File: src/hw/rtl/samdu_pkg.sv
// Shared types and constants for the shift-add multiply / shift-subtract divide unit.
// Used by samdu_cell, samdu_ctrl and shift_add_multiply_divide_unit; no dependencies.
`timescale 1ns / 1ps
`default_nettype none

package samdu_pkg;

  localparam int DATA_WIDTH = 32;
  localparam int CNT_W      = $clog2(DATA_WIDTH);

  // Input item: action, operand_a, operand_b packed from bit 0 up.
  localparam int IN_ACT_LSB  = 0;
  localparam int IN_A_LSB    = 1;
  localparam int IN_B_LSB    = 1 + DATA_WIDTH;
  localparam int IN_BITS     = 1 + 2 * DATA_WIDTH;
  localparam int IN_TDATA_W  = ((IN_BITS + 7) / 8) * 8;

  // Result item: result, divide_by_zero packed from bit 0 up.
  localparam int OUT_DZ_LSB  = DATA_WIDTH;
  localparam int OUT_BITS    = DATA_WIDTH + 1;
  localparam int OUT_TDATA_W = ((OUT_BITS + 7) / 8) * 8;

  localparam logic ACT_MUL = 1'b0;
  localparam logic ACT_DIV = 1'b1;

  typedef enum logic [1:0] {
    S_IDLE,
    S_RUN,
    S_DONE
  } state_t;

  // Control broadcast from the sequencer to every cell of the row.
  typedef struct packed {
    logic load;
    logic step;
    logic div_mode;
    logic finish;
  } cell_ctrl_t;

endpackage

`default_nettype wire

File: src/hw/rtl/samdu_cell.sv
// One bit slice of the shift-add / shift-subtract datapath.
// Holds one bit each of the accumulator, the shifted operand and the multiplier/quotient.
// Depends on samdu_pkg.
`timescale 1ns / 1ps
`default_nettype none

module samdu_cell (
  input  wire logic                  clk,
  input  wire samdu_pkg::cell_ctrl_t ctrl,
  input  wire logic                  ld_x,
  input  wire logic                  ld_y,
  input  wire logic                  p_shift_in,
  input  wire logic                  x_shift_in,
  input  wire logic                  y_from_low,
  input  wire logic                  y_from_high,
  input  wire logic                  y0,
  input  wire logic                  commit,
  input  wire logic                  carry_in,
  output logic                       carry_out,
  output logic                       p,
  output logic                       x,
  output logic                       y
);
  import samdu_pkg::*;

  logic p_r, p_nxt;
  logic x_r, x_nxt;
  logic y_r, y_nxt;
  logic a_in, b_in, sum;

  // Multiply adds x when the current multiplier bit is set; divide subtracts x
  // from the left-shifted remainder (the row's carry-in is one for the subtract).
  always_comb begin
    a_in      = ctrl.div_mode ? p_shift_in : p_r;
    b_in      = ctrl.div_mode ? ~x_r : (x_r & y0);
    sum       = a_in ^ b_in ^ carry_in;
    carry_out = (a_in & b_in) | (carry_in & (a_in ^ b_in));
  end

  always_comb begin
    p_nxt = p_r;
    x_nxt = x_r;
    y_nxt = y_r;
    if (ctrl.load) begin
      p_nxt = 1'b0;
      x_nxt = ld_x;
      y_nxt = ld_y;
    end else if (ctrl.step) begin
      p_nxt = commit ? sum : a_in;
      if (!ctrl.div_mode) begin
        x_nxt = x_shift_in;
        y_nxt = y_from_high;
      end else begin
        y_nxt = y_from_low;
      end
    end
  end

  always_ff @(posedge clk) begin
    p_r <= p_nxt;
    x_r <= x_nxt;
    y_r <= y_nxt;
  end

  assign p = p_r;
  assign x = x_r;
  assign y = y_r;

endmodule

`default_nettype wire

File: src/hw/rtl/samdu_ctrl.sv
// Sequencer for the cell row: accepts an item, runs one step per bit, hands off the result.
// Depends on samdu_pkg.
`timescale 1ns / 1ps
`default_nettype none

module samdu_ctrl (
  input  wire logic           clk,
  input  wire logic           rst_n,
  input  wire logic           in_valid,
  input  wire logic           in_action,
  input  wire logic           out_free,
  output logic                in_ready,
  output samdu_pkg::cell_ctrl_t ctrl
);
  import samdu_pkg::*;

  state_t           state_r, state_nxt;
  logic [CNT_W-1:0] cnt_r, cnt_nxt;
  logic             div_r, div_nxt;
  logic             in_fire;

  assign in_fire = in_valid && in_ready;

  always_comb begin
    state_nxt = state_r;
    unique case (state_r)
      S_IDLE:  if (in_valid) state_nxt = S_RUN;
      S_RUN:   if (cnt_r == CNT_W'(DATA_WIDTH - 1)) state_nxt = S_DONE;
      S_DONE:  if (out_free) state_nxt = S_IDLE;
      default: state_nxt = S_IDLE;
    endcase
  end

  always_comb begin
    in_ready      = 1'b0;
    ctrl.load     = 1'b0;
    ctrl.step     = 1'b0;
    ctrl.finish   = 1'b0;
    ctrl.div_mode = div_r;
    unique case (state_r)
      S_IDLE: begin
        in_ready  = 1'b1;
        ctrl.load = in_valid;
      end
      S_RUN:   ctrl.step   = 1'b1;
      S_DONE:  ctrl.finish = out_free;
      default: in_ready    = 1'b0;
    endcase
  end

  always_comb begin
    cnt_nxt = cnt_r;
    div_nxt = div_r;
    if (in_fire) begin
      cnt_nxt = '0;
      div_nxt = (in_action == ACT_DIV);
    end else if (ctrl.step) begin
      cnt_nxt = cnt_r + CNT_W'(1);
    end
  end

  always_ff @(posedge clk) begin
    if (!rst_n) begin
      state_r <= S_IDLE;
      cnt_r   <= '0;
      div_r   <= 1'b0;
    end else begin
      state_r <= state_nxt;
      cnt_r   <= cnt_nxt;
      div_r   <= div_nxt;
    end
  end

endmodule

`default_nettype wire

File: src/hw/rtl/shift_add_multiply_divide_unit.sv
// Top level of the shift-add multiplier / shift-subtract divider.
// Instantiates samdu_ctrl and one samdu_cell per data bit; depends on samdu_pkg.
//
// Usage:
//   The in_ channel takes one item: an action (0 multiply, 1 divide) and two
//   unsigned 32-bit operands. The out_ channel returns one item per input:
//   the low 32 bits of the product or the unsigned quotient, plus a
//   divide-by-zero flag (a zero divisor gives result 0 with the flag set).
//   The datapath is a row of 32 bit cells; each cycle every cell hands its
//   operand and quotient bits to a neighbor while the carry/borrow ripples
//   across the row, resolving one multiplier or quotient bit per cycle.
//   After the input is accepted the row runs 32 steps, then a finish cycle
//   loads the output register. A new item is accepted the cycle after the
//   result is loaded into the output register, so the unit takes no new
//   item while an earlier one is still in progress.
//   The result waits in the output register while out_tready is low; the
//   row holds its finished value and in_tready stays low until the output
//   register is free. Synchronous active-low reset returns the sequencer to
//   idle and empties the output register.
`timescale 1ns / 1ps
`default_nettype none

module shift_add_multiply_divide_unit (
  input  wire logic                              clk,
  input  wire logic                              rst_n,
  input  wire logic                              in_tvalid,
  output logic                                   in_tready,
  // Fields from bit 0: action[0], operand_a[32:1], operand_b[64:33], zero fill.
  input  wire logic [samdu_pkg::IN_TDATA_W-1:0]  in_tdata,
  output logic                                   out_tvalid,
  input  wire logic                              out_tready,
  // Fields from bit 0: result[31:0], divide_by_zero[32], zero fill.
  output logic [samdu_pkg::OUT_TDATA_W-1:0]      out_tdata
);
  import samdu_pkg::*;

  cell_ctrl_t            ctl;
  logic                  in_action;
  logic [DATA_WIDTH-1:0] in_a, in_b;
  logic [DATA_WIDTH-1:0] ld_x, ld_y;
  logic [DATA_WIDTH-1:0] p_w, x_w, y_w;
  logic [DATA_WIDTH:0]   carry_w;
  logic                  commit;
  logic                  out_free;

  logic                  out_valid_r, out_valid_nxt;
  logic [DATA_WIDTH-1:0] out_result_r, out_result_nxt;
  logic                  out_dz_r, out_dz_nxt;
  logic                  dz_r, dz_nxt;

  assign in_action = in_tdata[IN_ACT_LSB];
  assign in_a      = in_tdata[IN_A_LSB +: DATA_WIDTH];
  assign in_b      = in_tdata[IN_B_LSB +: DATA_WIDTH];

  // Divide keeps the divisor fixed and shifts the dividend through y;
  // multiply shifts the multiplicand left through x and the multiplier right through y.
  assign ld_x = (in_action == ACT_DIV) ? in_b : in_a;
  assign ld_y = (in_action == ACT_DIV) ? in_a : in_b;

  assign out_free = !out_valid_r || out_tready;

  samdu_ctrl u_ctrl (
    .clk       (clk),
    .rst_n     (rst_n),
    .in_valid  (in_tvalid),
    .in_action (in_action),
    .out_free  (out_free),
    .in_ready  (in_tready),
    .ctrl      (ctl)
  );

  // The shifted remainder is one bit wider than the row; its top bit set
  // means the subtract always fits.
  assign carry_w[0] = ctl.div_mode;
  assign commit     = !ctl.div_mode || p_w[DATA_WIDTH-1] || carry_w[DATA_WIDTH];

  for (genvar i = 0; i < DATA_WIDTH; i++) begin : g_cell
    logic p_in, x_in, y_lo, y_hi;
    if (i == 0) begin : g_first
      assign p_in = y_w[DATA_WIDTH-1];
      assign x_in = 1'b0;
      assign y_lo = commit;
    end else begin : g_inner
      assign p_in = p_w[i-1];
      assign x_in = x_w[i-1];
      assign y_lo = y_w[i-1];
    end
    if (i == DATA_WIDTH - 1) begin : g_last
      assign y_hi = 1'b0;
    end else begin : g_lower
      assign y_hi = y_w[i+1];
    end

    samdu_cell u_cell (
      .clk         (clk),
      .ctrl        (ctl),
      .ld_x        (ld_x[i]),
      .ld_y        (ld_y[i]),
      .p_shift_in  (p_in),
      .x_shift_in  (x_in),
      .y_from_low  (y_lo),
      .y_from_high (y_hi),
      .y0          (y_w[0]),
      .commit      (commit),
      .carry_in    (carry_w[i]),
      .carry_out   (carry_w[i+1]),
      .p           (p_w[i]),
      .x           (x_w[i]),
      .y           (y_w[i])
    );
  end

  always_comb begin
    dz_nxt         = dz_r;
    out_valid_nxt  = out_valid_r;
    out_result_nxt = out_result_r;
    out_dz_nxt     = out_dz_r;
    if (ctl.load) begin
      dz_nxt = (in_action == ACT_DIV) && (in_b == '0);
    end
    if (ctl.finish) begin
      out_valid_nxt  = 1'b1;
      out_dz_nxt     = dz_r;
      out_result_nxt = dz_r ? '0 : (ctl.div_mode ? y_w : p_w);
    end else if (out_tready) begin
      out_valid_nxt = 1'b0;
    end
  end

  always_ff @(posedge clk) begin
    if (!rst_n) begin
      out_valid_r <= 1'b0;
    end else begin
      out_valid_r <= out_valid_nxt;
    end
    out_result_r <= out_result_nxt;
    out_dz_r     <= out_dz_nxt;
    dz_r         <= dz_nxt;
  end

  assign out_tvalid = out_valid_r;
  always_comb begin
    out_tdata                          = '0;
    out_tdata[DATA_WIDTH-1:0]          = out_result_r;
    out_tdata[OUT_DZ_LSB]              = out_dz_r;
  end

  // Once an item is taken the unit is busy until its result is handed off.
  a_busy_after_accept: assert property (@(posedge clk) disable iff (!rst_n)
    in_tvalid && in_tready |=> !in_tready)
    else $error("input accepted while a previous item is in progress");

  a_no_overwrite: assert property (@(posedge clk) disable iff (!rst_n)
    ctl.finish |-> (!out_valid_r || out_tready))
    else $error("result loaded over an output item not yet taken");

  a_no_step_when_ready: assert property (@(posedge clk) disable iff (!rst_n)
    in_tready |-> !ctl.step)
    else $error("row stepping while input side is ready");

  a_dz_zero_result: assert property (@(posedge clk) disable iff (!rst_n)
    out_tvalid && out_tdata[OUT_DZ_LSB] |-> (out_tdata[DATA_WIDTH-1:0] == '0))
    else $error("divide by zero flagged with a nonzero result");

endmodule

`default_nettype wire
File: config.mk
export PLATFORM = sky130hd
export DESIGN_NAME = shift_add_multiply_divide_unit
export DESIGN_NICKNAME = d
export VERILOG_FILES = /design/src/hw/rtl/samdu_pkg.sv /design/src/hw/rtl/samdu_cell.sv /design/src/hw/rtl/samdu_ctrl.sv /design/src/hw/rtl/shift_add_multiply_divide_unit.sv
export SDC_FILE = /design/constraint.sdc
export NUM_CORES = 1
export LEC_CHECK = 0
export ABC_AREA = 1
export BUFFER_PORTS_ARGS = -buffer_cell sky130_fd_sc_hd__buf_2
export CORE_MARGIN = 8
export CORE_UTILIZATION = 45
export CTS_BUF_LIST = sky130_fd_sc_hd__clkbuf_16
export DETAILED_ROUTE_END_ITERATION = 10
export MAX_ROUTING_LAYER = met4
export PLACE_DENSITY = 0.76
export SYNTH_ARGS = -nofsm -noshare
export SYNTH_HDL_FRONTEND = slang
export SYNTH_SLANG_ARGS = --single-unit
File: constraint.sdc
create_clock -name clk -period 12.8 [get_ports clk]
set_clock_uncertainty 0.1 [all_clocks]
set_input_delay 2.56 -clock clk [delete_from_list [all_inputs] [get_ports clk]]
set_output_delay 2.56 -clock clk [all_outputs]
set_load 0.005 [all_outputs]
Word-level counts from Yosys, hierarchy flattened
Index checks and enable logic that the tools add are counted.

Bits in registers: 139. Bits of input ports: 76.

$add $sub $neg: 1. Equal/unequal tests: 7. Multiplexer cells: 301. Bitwise operators: 225. Reduce and logical (&&, ||, !) cells: 14.

Operators by type and width (number): $mux W1 (294); $and A1 B1 Y1 (96); $mux W32 (3); $xor A1 B1 Y1 (64); $not A1 Y1 (33); $logic_not A32 Y1 (1); $or A1 B1 Y1 (32); $mux W2 (3); $pmux W2 S3 (1); $add A5 B1 Y5 const B (1); $eq A5 B5 Y1 const B (1); $ne A2 B1 Y1 const B (2); $ne A2 B2 Y1 const B (2); $reduce_bool A2 Y1 (2); $logic_or A1 B1 Y1 (3); $reduce_and A3 Y1 (1); $eq A2 B1 Y1 const B (1); $eq A2 B2 Y1 const B (1); $logic_and A1 B1 Y1 (2); $logic_not A1 Y1 (2); $logic_not A2 Y1 (1); $reduce_and A2 Y1 (1); $reduce_or A2 Y1 (1).

Depth between registers and ports, before layout
Gate-level depths: netlist of run 1.

Depth after elaboration: 71. Depth in mapped cells: 44.

Modules after synthesis
Synthesis of run 1 repeated with hierarchy kept, for this count alone.

Cells, all modules: 1433. Area total of the unflattened synthesis: 10191.0 sq um.

Modules (own cells, without submodules): samdu_cell (instances 32, cells each 32, area an instance 229.0 sq um); shift_add_multiply_divide_unit (instances 1, cells each 357, area an instance 2471.1 sq um); samdu_ctrl (instances 1, cells each 52, area an instance 392.9 sq um).

Least setup slack after synthesis of run 1
OpenSTA, ideal clock, no wires.

Path kind: register to register. From: register u_ctrl.div_r. To: register g_cell[31].u_cell.p_r. Library setup time: 113 ps. Arrival time: 13442 ps. Data required time: 12587 ps. Path slack: -855 ps. Cell stages (with the launch flop): 44. Path buffers: 4. Period minus slack after synthesis: 13655 ps. Cells stage by stage: dfxtp_1 -> buf_4 -> inv_2 -> buf_4 -> buf_2 -> fa_1 -> fa_1 -> fa_1 -> fa_1 -> fa_1 -> fa_1 -> fa_1 -> fa_1 -> fa_1 -> fa_1 -> fa_1 -> fa_1 -> fa_1 -> [8 not listed] -> fa_1 -> fa_1 -> fa_1 -> fa_1 -> fa_1 -> fa_1 -> fa_1 -> fa_1 -> fa_1 -> inv_1 -> fa_1 -> fa_1 -> inv_1 -> nand2_1 -> buf_2 -> nand2_1 -> nand3_1 -> nand2_1.

Cells in the longest elaborated chain, start to end: 68.

Ends and longest elaborated chain: start, declared (RTL line samdu_ctrl.sv:19) `logic div_r, div_nxt;`; start signal, assigned (RTL line samdu_ctrl.sv:70) `div_r <= div_nxt;`; $mux W1 (on tied branches) (RTL line samdu_cell.sv:34, samdu_cell.sv:35); $xor A1 B1 Y1 (RTL line samdu_cell.sv:37) `carry_out = (a_in & b_in) | (carry_in & (a_in ^ b_in));`; $and A1 B1 Y1 (RTL line samdu_cell.sv:37); $or A1 B1 Y1 (RTL line samdu_cell.sv:37); $and A1 B1 Y1 (RTL line samdu_cell.sv:37); $or A1 B1 Y1 (RTL line samdu_cell.sv:37); $and A1 B1 Y1 (RTL line samdu_cell.sv:37); $or A1 B1 Y1 (RTL line samdu_cell.sv:37); [52 not listed]; $and A1 B1 Y1 (RTL line samdu_cell.sv:37); $or A1 B1 Y1 (RTL line samdu_cell.sv:37); $and A1 B1 Y1 (RTL line samdu_cell.sv:37); $or A1 B1 Y1 (RTL line samdu_cell.sv:37); $and A1 B1 Y1 (RTL line samdu_cell.sv:37); $or A1 B1 Y1 (RTL line samdu_cell.sv:37); $logic_or A1 B1 Y1 (RTL line shift_add_multiply_divide_unit.sv:75) `assign commit = !ctl.div_mode || p_w[DATA_WIDTH-1] || carry_w[DATA_WIDTH];`; $mux W1 (*) (RTL line samdu_cell.sv:49) `p_nxt = commit ? sum : a_in;`; end signal, assigned (RTL line samdu_cell.sv:60) `p_r <= p_nxt;`; end, declared (RTL line samdu_cell.sv:26) `logic p_r, p_nxt;`.

Mark *: on every way between the ends. The rest lies on a longest branch, timed or not. A chain may end at the register's enable or synchronous reset.

Worst setup path in the final report of run 1
From: register u_ctrl.div_r. To: register g_cell[5].u_cell.p_r.

Cells in the longest elaborated chain, start to end: 68.

Ends and longest elaborated chain (RTL line): $mux W1 (on tied branches) (samdu_cell.sv:34, samdu_cell.sv:35); $xor A1 B1 Y1 (samdu_cell.sv:37); $and A1 B1 Y1 (samdu_cell.sv:37); $or A1 B1 Y1 (samdu_cell.sv:37); $and A1 B1 Y1 (samdu_cell.sv:37); $or A1 B1 Y1 (samdu_cell.sv:37); $and A1 B1 Y1 (samdu_cell.sv:37); $or A1 B1 Y1 (samdu_cell.sv:37); [52 not listed]; $and A1 B1 Y1 (samdu_cell.sv:37); $or A1 B1 Y1 (samdu_cell.sv:37); $and A1 B1 Y1 (samdu_cell.sv:37); $or A1 B1 Y1 (samdu_cell.sv:37); $and A1 B1 Y1 (samdu_cell.sv:37); $or A1 B1 Y1 (samdu_cell.sv:37); $logic_or A1 B1 Y1 (shift_add_multiply_divide_unit.sv:75); $mux W1 (*) (samdu_cell.sv:49); end signal, assigned (samdu_cell.sv:60); end, declared (samdu_cell.sv:26).

Marked as above.

==> impl_metrics.csv, run 1 <==
group,metric,value,unit
outcome,status,"finished, final reports clean",
floorplanning,die_x,154,um
timing,hold-worst-slack,355,ps
synthesis,netlist_area,0.00857,mm^2
critical_path,regToRegEndpoint,"g_cell[5].u_cell.p",
critical_path,crit_fanout,7,
drt,drt_first_pass_iters,5,
floorplanning,initial_utilization,45.8,%
clock_network,cts_tree,"built",
grt,grt-ovfl-total,0,
grt,antenna_found_initial,0,
floorplanning,dieArea,0.0237,mm^2
clock_network,clk_path_buf_depth,2,
final_layout,fin_util,53.3,%
min_path,min_to,"g_cell[30].u_cell.p",
drt,detail-route-antenna-nets,0,
drt,via_per_inst,5.16,
drt,drc,0,
synthesis,synth.distinct_cells,30,
grt,grt_pass1_vias,7031,
grt,grt_max_degree,83,
grt,grt_pass1_wl,36.4,mm
critical_path,path_class,"reg2reg",
clock_network,numCtsBuffers,17,
critical_path,end_kind,"flop",
critical_path,cp.arrival,12780,ps
final_layout,drive_above_1_share,17.5,%
grt,track_usage,19.6,%
final_layout,fin_nets,1313,
clock_network,cts_root_buf,"clkbuf_16",
timing,min_period,12520,ps
synthesis,yosys.area.top_type_share,34.3,%
floorplanning,core_area,0.0187,mm^2
clock_network,ctsHoldBuffers,0,
critical_path,rr_worst_depth,41,
placed_design,io_buffer_count,103,
timing,post-route-period-util,97.8,%
final_layout,design_area,0.00998,mm^2
critical_path,critPathRequiredTime,13060,ps
clock_network,cts_max_level,4,
drt,wl,22.5,mm
timing,max-slew-margin-rel,41.9,%
synthesis,yosysTopAreaCell,"edfxtp_1",
critical_path,cp_common_cell,"fa_2",
critical_path,cpMaxStageDelayCell,"fa_2",
critical_path,rr_startpoint,"u_ctrl.div_r",
timing,setup_viol,0,
critical_path,slowest_delay,390,ps
timing,drv_slew,0,
final_layout,antenna-diode-count,0,
placed_design,dpl-instance-area,0.00928,mm^2
clock_network,cts_sinks,139,
placed_design,dpl.hpwl,15.5,mm
timing,rsz0062_at_grt,"no",
min_path,hold_class,"reg2reg",
flow_run,cap_violations,0,
final_layout,area_delta_synth_final,16.4,%
timing,clock.fmax,79.9,MHz
critical_path,start_kind,"flop",
timing,worst-slew-pin-transition,870,ps
final_layout,instances_no_fill,1450,
drt,vias,7487,
floorplanning,rows,50,
timing,hold_viol,0,
floorplanning,die_h,154,um
power_and_ir_drop,p_per_area,161,mW/mm^2
drt,wl_per_cell,15.5,um
min_path,holdCritStartpoint,"g_cell[30].u_cell.p",
clock_network,clk_pin_slew,60,ps
critical_path,rrSetupSlack,280,ps
placed_design,dp.cells,1413,
synthesis,syn_area_per_cell,7.64,um^2
clock_network,insertion_delay,430,ps
placed_design,gp_congestion,0.857,
power_and_ir_drop,vdd_ir_drop_max,0.0000969,V
synthesis,ys_seq_elements,139,
power_and_ir_drop,p_leak,4.43,nW
synthesis,ys_seq_area_share,43.9,%
synthesis,synth_cells,1123,
drt,drt_iter0_drc,888,
floorplanning,pin_count,118,
synthesis,synthTopCellsByArea,"edfxtp_1, nand2_1, dfxtp_1, fa_1, nor2_1",
min_path,hold_depth,2,
synthesis,yosys_warnings,0,
cells in the final DEF, fill, tap and decap left out, types with 3 or more instances in the layout:
| cell type | netlist | routed |
|---|---|---|
| inv_1 | 115 | 113 |
| clkbuf_16 | 0 | 19 |
| a21oi_1 | 37 | 37 |
| nor2_1 | 170 | 169 |
| edfxtp_1 | 98 | 98 |
| nand3_1 | 40 | 40 |
| o31ai_1 | 30 | 30 |
| clkinv_4 | 0 | 5 |
| dfxtp_1 | 41 | 40 |
| a21boi_0 | 7 | 7 |
| o21ai_1 | 4 | 4 |
| nand2_1 | 350 | 347 |
| buf_12 | 0 | 4 |
| buf_4 | 14 | 21 |
| buf_2 | 34 | 103 |
| clkinv_2 | 0 | 3 |
| o21ai_0 | 84 | 81 |
| conb_1 | 1 | 7 |
| inv_2 | 4 | 7 |
| a31oi_1 | 21 | 21 |
| o21ai_2 | 0 | 3 |
| fa_2 | 0 | 32 |
sequential cells by signal, indices dropped and copies added, names as in the netlist, 2 cells and up:
signal	flops
u_ctrl.state_r	2
out_result_r	32
u_ctrl.cnt_r	5
g_cell.u_cell.p	32
g_cell.u_cell.y	32
g_cell.u_cell.x	32
area by class of cell:
class | instances | area (um^2)
Sequential cell | 139 | 3770
Clock buffer | 19 | 475
Multi-Input combinational cell | 797 | 4100
Fill cell | 1680 | 8730
Tap cell | 234 | 293
Timing Repair Buffer | 129 | 781
Clock inverter | 13 | 115
Inverter | 119 | 447
timing repair:
item / in CTS / in global routing
gates resized for setup: 14 / 9
hold endpoints to repair: 0 / 0
pin swaps: 2 / 3
gates cloned: 1 / 0
endpoints found under the setup margin: 33 / 33
setup buffers: 3 / 1
logic make-up (layout without fill, tap and decap cells):
family | count (synthesis) | count (layout) | synth area share, %
and+or+nand+nor | 566 | 566 | 25.7
buffers and inverters | 193 | 280 | 9.91
xor gates and xnor gates | 1 | 1 | 0.102
AOI/OAI and AO/OA | 189 | 189 | 12.6
other | 1 | 7 | 0.0437
adders and majority gates | 34 | 34 | 7.76
DFF | 139 | 139 | 43.9
cells in the mapped netlist:
library cell	instances
conb_1	1
dfxtp_1	41
clkbuf_1	22
ha_1	2
a21oi_1	37
a31oi_1	21
fa_1	32
o211ai_1	2
a21boi_0	7
or2_2	1
inv_1	115
edfxtp_1	98
nor2_1	170
buf_4	14
o21a_1	2
nand3_1	40
nand2_1	350
buf_2	34
o21ai_0	84
xor2_1	1
a21boi_1	2
nor2_2	1
nand2_2	1
inv_2	4
o21ai_1	4
nor3_1	1
o31ai_1	30
nor2_4	1
buf_6	4
nor3_4	1
critical path, delay by kind of cell, from the launching register on:
family,cells,cell delay (ps)
AO/OA/AOI/OAI,2,260
adder cells (fa/ha/maj),32,11010
buffers and inverters,3,380
flip-flops,1,380
AND/OR/NAND/NOR,4,290
per-layer routing:
layer  GRT usage, %  share of wire, %
met5              -                 0
met4           6.07               1.5
met3           3.03               8.5
met2           28.2                43
met1           27.9                47
where the power goes:
| part | internal (W) | total, W | switching [W] |
|---|---|---|---|
| clock network | 0.000291 | 0.000492 | 0.000201 |
| registers | 0.000570 | 0.000623 | 0.0000525 |
| logic | 0.000193 | 0.000495 | 0.000302 |
how the worst max path moves through the flow:
stage	from	endpoint	slack [ps]	cells after the start
after floorplan	u_ctrl.div_r	g_cell[31].u_cell.p	30	43
after global placement	u_ctrl.div_r	g_cell[24].u_cell.p	-190	41
after detailed placement	u_ctrl.div_r	g_cell[24].u_cell.p	-230	41
after CTS	u_ctrl.div_r	g_cell[28].u_cell.p	20	42
after global routing	g_cell[0].u_cell.y	g_cell[20].u_cell.p	9	42
final	u_ctrl.div_r	g_cell[5].u_cell.p	280	41
through the flow:
stage | setup TNS (ps) | total power (W) | setup WS, ps
2_1_floorplan | 0 | 0.000982 | 34.1
4_1_cts | 0 | 0.00160 | 18.7
3_5_place_dp | -6650 | 0.00110 | -229
5_1_grt | 0 | 0.00172 | 9.19
3_3_place_gp | -5530 | 0.00107 | -189
6_report | 0 | 0.00161 | 278
Power figures use the tool's default switching activity.
==> inputs of run 2 (changes only) <==
CORE_ASPECT_RATIO = 1.2   (was unset)
==> impl_metrics.csv, run 2 (synthesis results as in run 1) <==
group,metric,value,unit
critical_path,endpoint,"g_cell[26].u_cell.p",
clock_network,cts_root_buf,"clkbuf_16",
drt,drt_first_pass_iters,7,
grt,grt_pass1_wl,37.3,mm
power_and_ir_drop,power,0.00171,W
min_path,hold_depth,2,
clock_network,cts_tree,"built",
final_layout,fin_nets,1320,
timing,worst-slew-pin-transition,899,ps
placed_design,io_buffer_count,103,
drt,drt_iter0_drc,899,
critical_path,regToRegEndpoint,"g_cell[26].u_cell.p",
clock_network,cts_max_level,4,
critical_path,crit_fanout,10,
critical_path,rr_worst_depth,42,
critical_path,slowest_delay,410,ps
drt,drc,0,
floorplanning,die_h,167,um
timing,hold_viol,0,
floorplanning,core_area,0.0188,mm^2
timing,setup_viol,0,
floorplanning,rows,55,
power_and_ir_drop,vdd_ir_drop_max,0.0000924,V
timing,clock.fmax,78.4,MHz
critical_path,cp_common_cell,"fa_2",
drt,wl_per_cell,16.0,um
timing,min_period,12760,ps
critical_path,rr_startpoint,"u_ctrl.div_r",
placed_design,dpl-instance-area,0.00937,mm^2
drt,via_per_inst,5.21,
critical_path,rrSetupSlack,40,ps
drt,detail-route-antenna-nets,0,
outcome,status,"finished, final reports clean",
timing,rsz0062_at_grt,"yes",
grt,grt-ovfl-total,0,
drt,vias,7704,
floorplanning,die_x,142,um
floorplanning,dieArea,0.0237,mm^2
final_layout,design_area,0.0103,mm^2
clock_network,clk_pin_slew,60,ps
critical_path,start_kind,"flop",
drt,wl,23.7,mm
critical_path,cp.arrival,13030,ps
clock_network,numCtsBuffers,17,
grt,grt_max_degree,76,
final_layout,antenna-diode-count,0,
grt,track_usage,20.2,%
power_and_ir_drop,p_per_area,167,mW/mm^2
critical_path,crit_path_start,"u_ctrl.div_r",
grt,grt_pass1_vias,7406,
final_layout,area_delta_synth_final,19.7,%
flow_run,cap_violations,0,
timing,drv_slew,0,
critical_path,path_class,"reg2reg",
clock_network,cts_sinks,139,
floorplanning,initial_utilization,45.6,%
power_and_ir_drop,p_leak,4.53,nW
timing,post-route-period-util,99.7,%
critical_path,cp_top_family,"adder cells",
final_layout,fin_util,54.6,%
critical_path,critPathRequiredTime,13060,ps
critical_path,cpMaxStageDelayCell,"fa_2",
critical_path,critical_path_cell_count,42,
floorplanning,pin_count,118,
timing,max-slew-margin-rel,40.1,%
final_layout,mostFrequentLayoutCells,"nand2_1, nor2_1, inv_1, buf_2, edfxtp_1",
grt,antenna_found_initial,0,
placed_design,dpl.hpwl,15.7,mm
min_path,hold_class,"reg2reg",
final_layout,mostFrequentLayoutCell,"nand2_1",
clock_network,clk_path_buf_depth,2,
final_layout,drive_above_1_share,18.6,%
critical_path,end_kind,"flop",
critical_path,crit_buf_inv,4,
placed_design,gp_congestion,0.834,
clock_network,insertion_delay,430,ps
-- run 2: changes by cell type in the layout (fill, tap and decap cells not counted), sizes merged --
cell      delta
clkinv       -3
bufinv       +5
buf          +5
clkinvlp     +1
inv          -1
-- run 2: worst reg2reg max path: cells and delay by family (launching register included) --
kind            cells  cell delay (ps)
fa+ha+maj          32            11160
buf+inv             4              520
flops               1              360
simple gates        4              350
compound gates      2              220
-- run 2: worst min path at each step --
stage | from | slack [ps] | to
floorplan | g_cell[30].u_cell.p | 330 | g_cell[30].u_cell.p
global placement | g_cell[30].u_cell.p | 340 | g_cell[30].u_cell.p
detailed placement | g_cell[30].u_cell.p | 350 | g_cell[30].u_cell.p
CTS | g_cell[30].u_cell.p | 360 | g_cell[30].u_cell.p
global route | g_cell[30].u_cell.p | 370 | g_cell[30].u_cell.p
finish | g_cell[28].u_cell.p | 360 | g_cell[28].u_cell.p
-- run 2: through the flow --
step / worst slack, ps / instances / hold slack [ps] / setup TNS, ps
2_1_floorplan: 34.1 / 1129 / 326 / 0
3_3_place_gp: -208 / 1440 / 341 / -6220
3_5_place_dp: -336 / 1440 / 348 / -9660
4_1_cts: 7.14 / 1477 / 360 / 0
5_1_grt: -216 / 1479 / 374 / -5620
6_report: 37.7 / 1479 / 364 / 0
-- run 2: per-layer routing --
| layer | part of all wire (%) | global-route usage [%] | up-vias |
|---|---|---|---|
| met5 | 0 | - | - |
| met4 | 1.8 | 6.32 | 0 |
| met3 | 8.1 | 3.33 | 41 |
| met2 | 47 | 31.1 | 350 |
| met1 | 43 | 26.7 | 3554 |
| li1 | - | - | 3759 |
-- run 2: power breakdown --
group          switching, W  total (W)  internal, W
Clock              0.000193   0.000555     0.000362
Combinational      0.000325   0.000536     0.000211
Sequential        0.0000499   0.000620     0.000570
Total              0.000569    0.00171      0.00114
-- run 2: repair_timing --
item | CTS | global route
setup buffers | 4 | 0
hold buffers | 0 | 0
pin swaps | 3 | 3
endpoints found under the setup margin | 33 | 33
cloned | 1 | 2
gates resized for setup | 19 | 22
-- run 2: layout make-up --
type,instances,area (um^2)
clock buffers,17,425
clock inverters,15,229
fillers,1621,8520
inverters,119,447
multi-input cells,797,4160
flip-flops and latches,139,3770
well taps,256,320
repair buffers,136,913
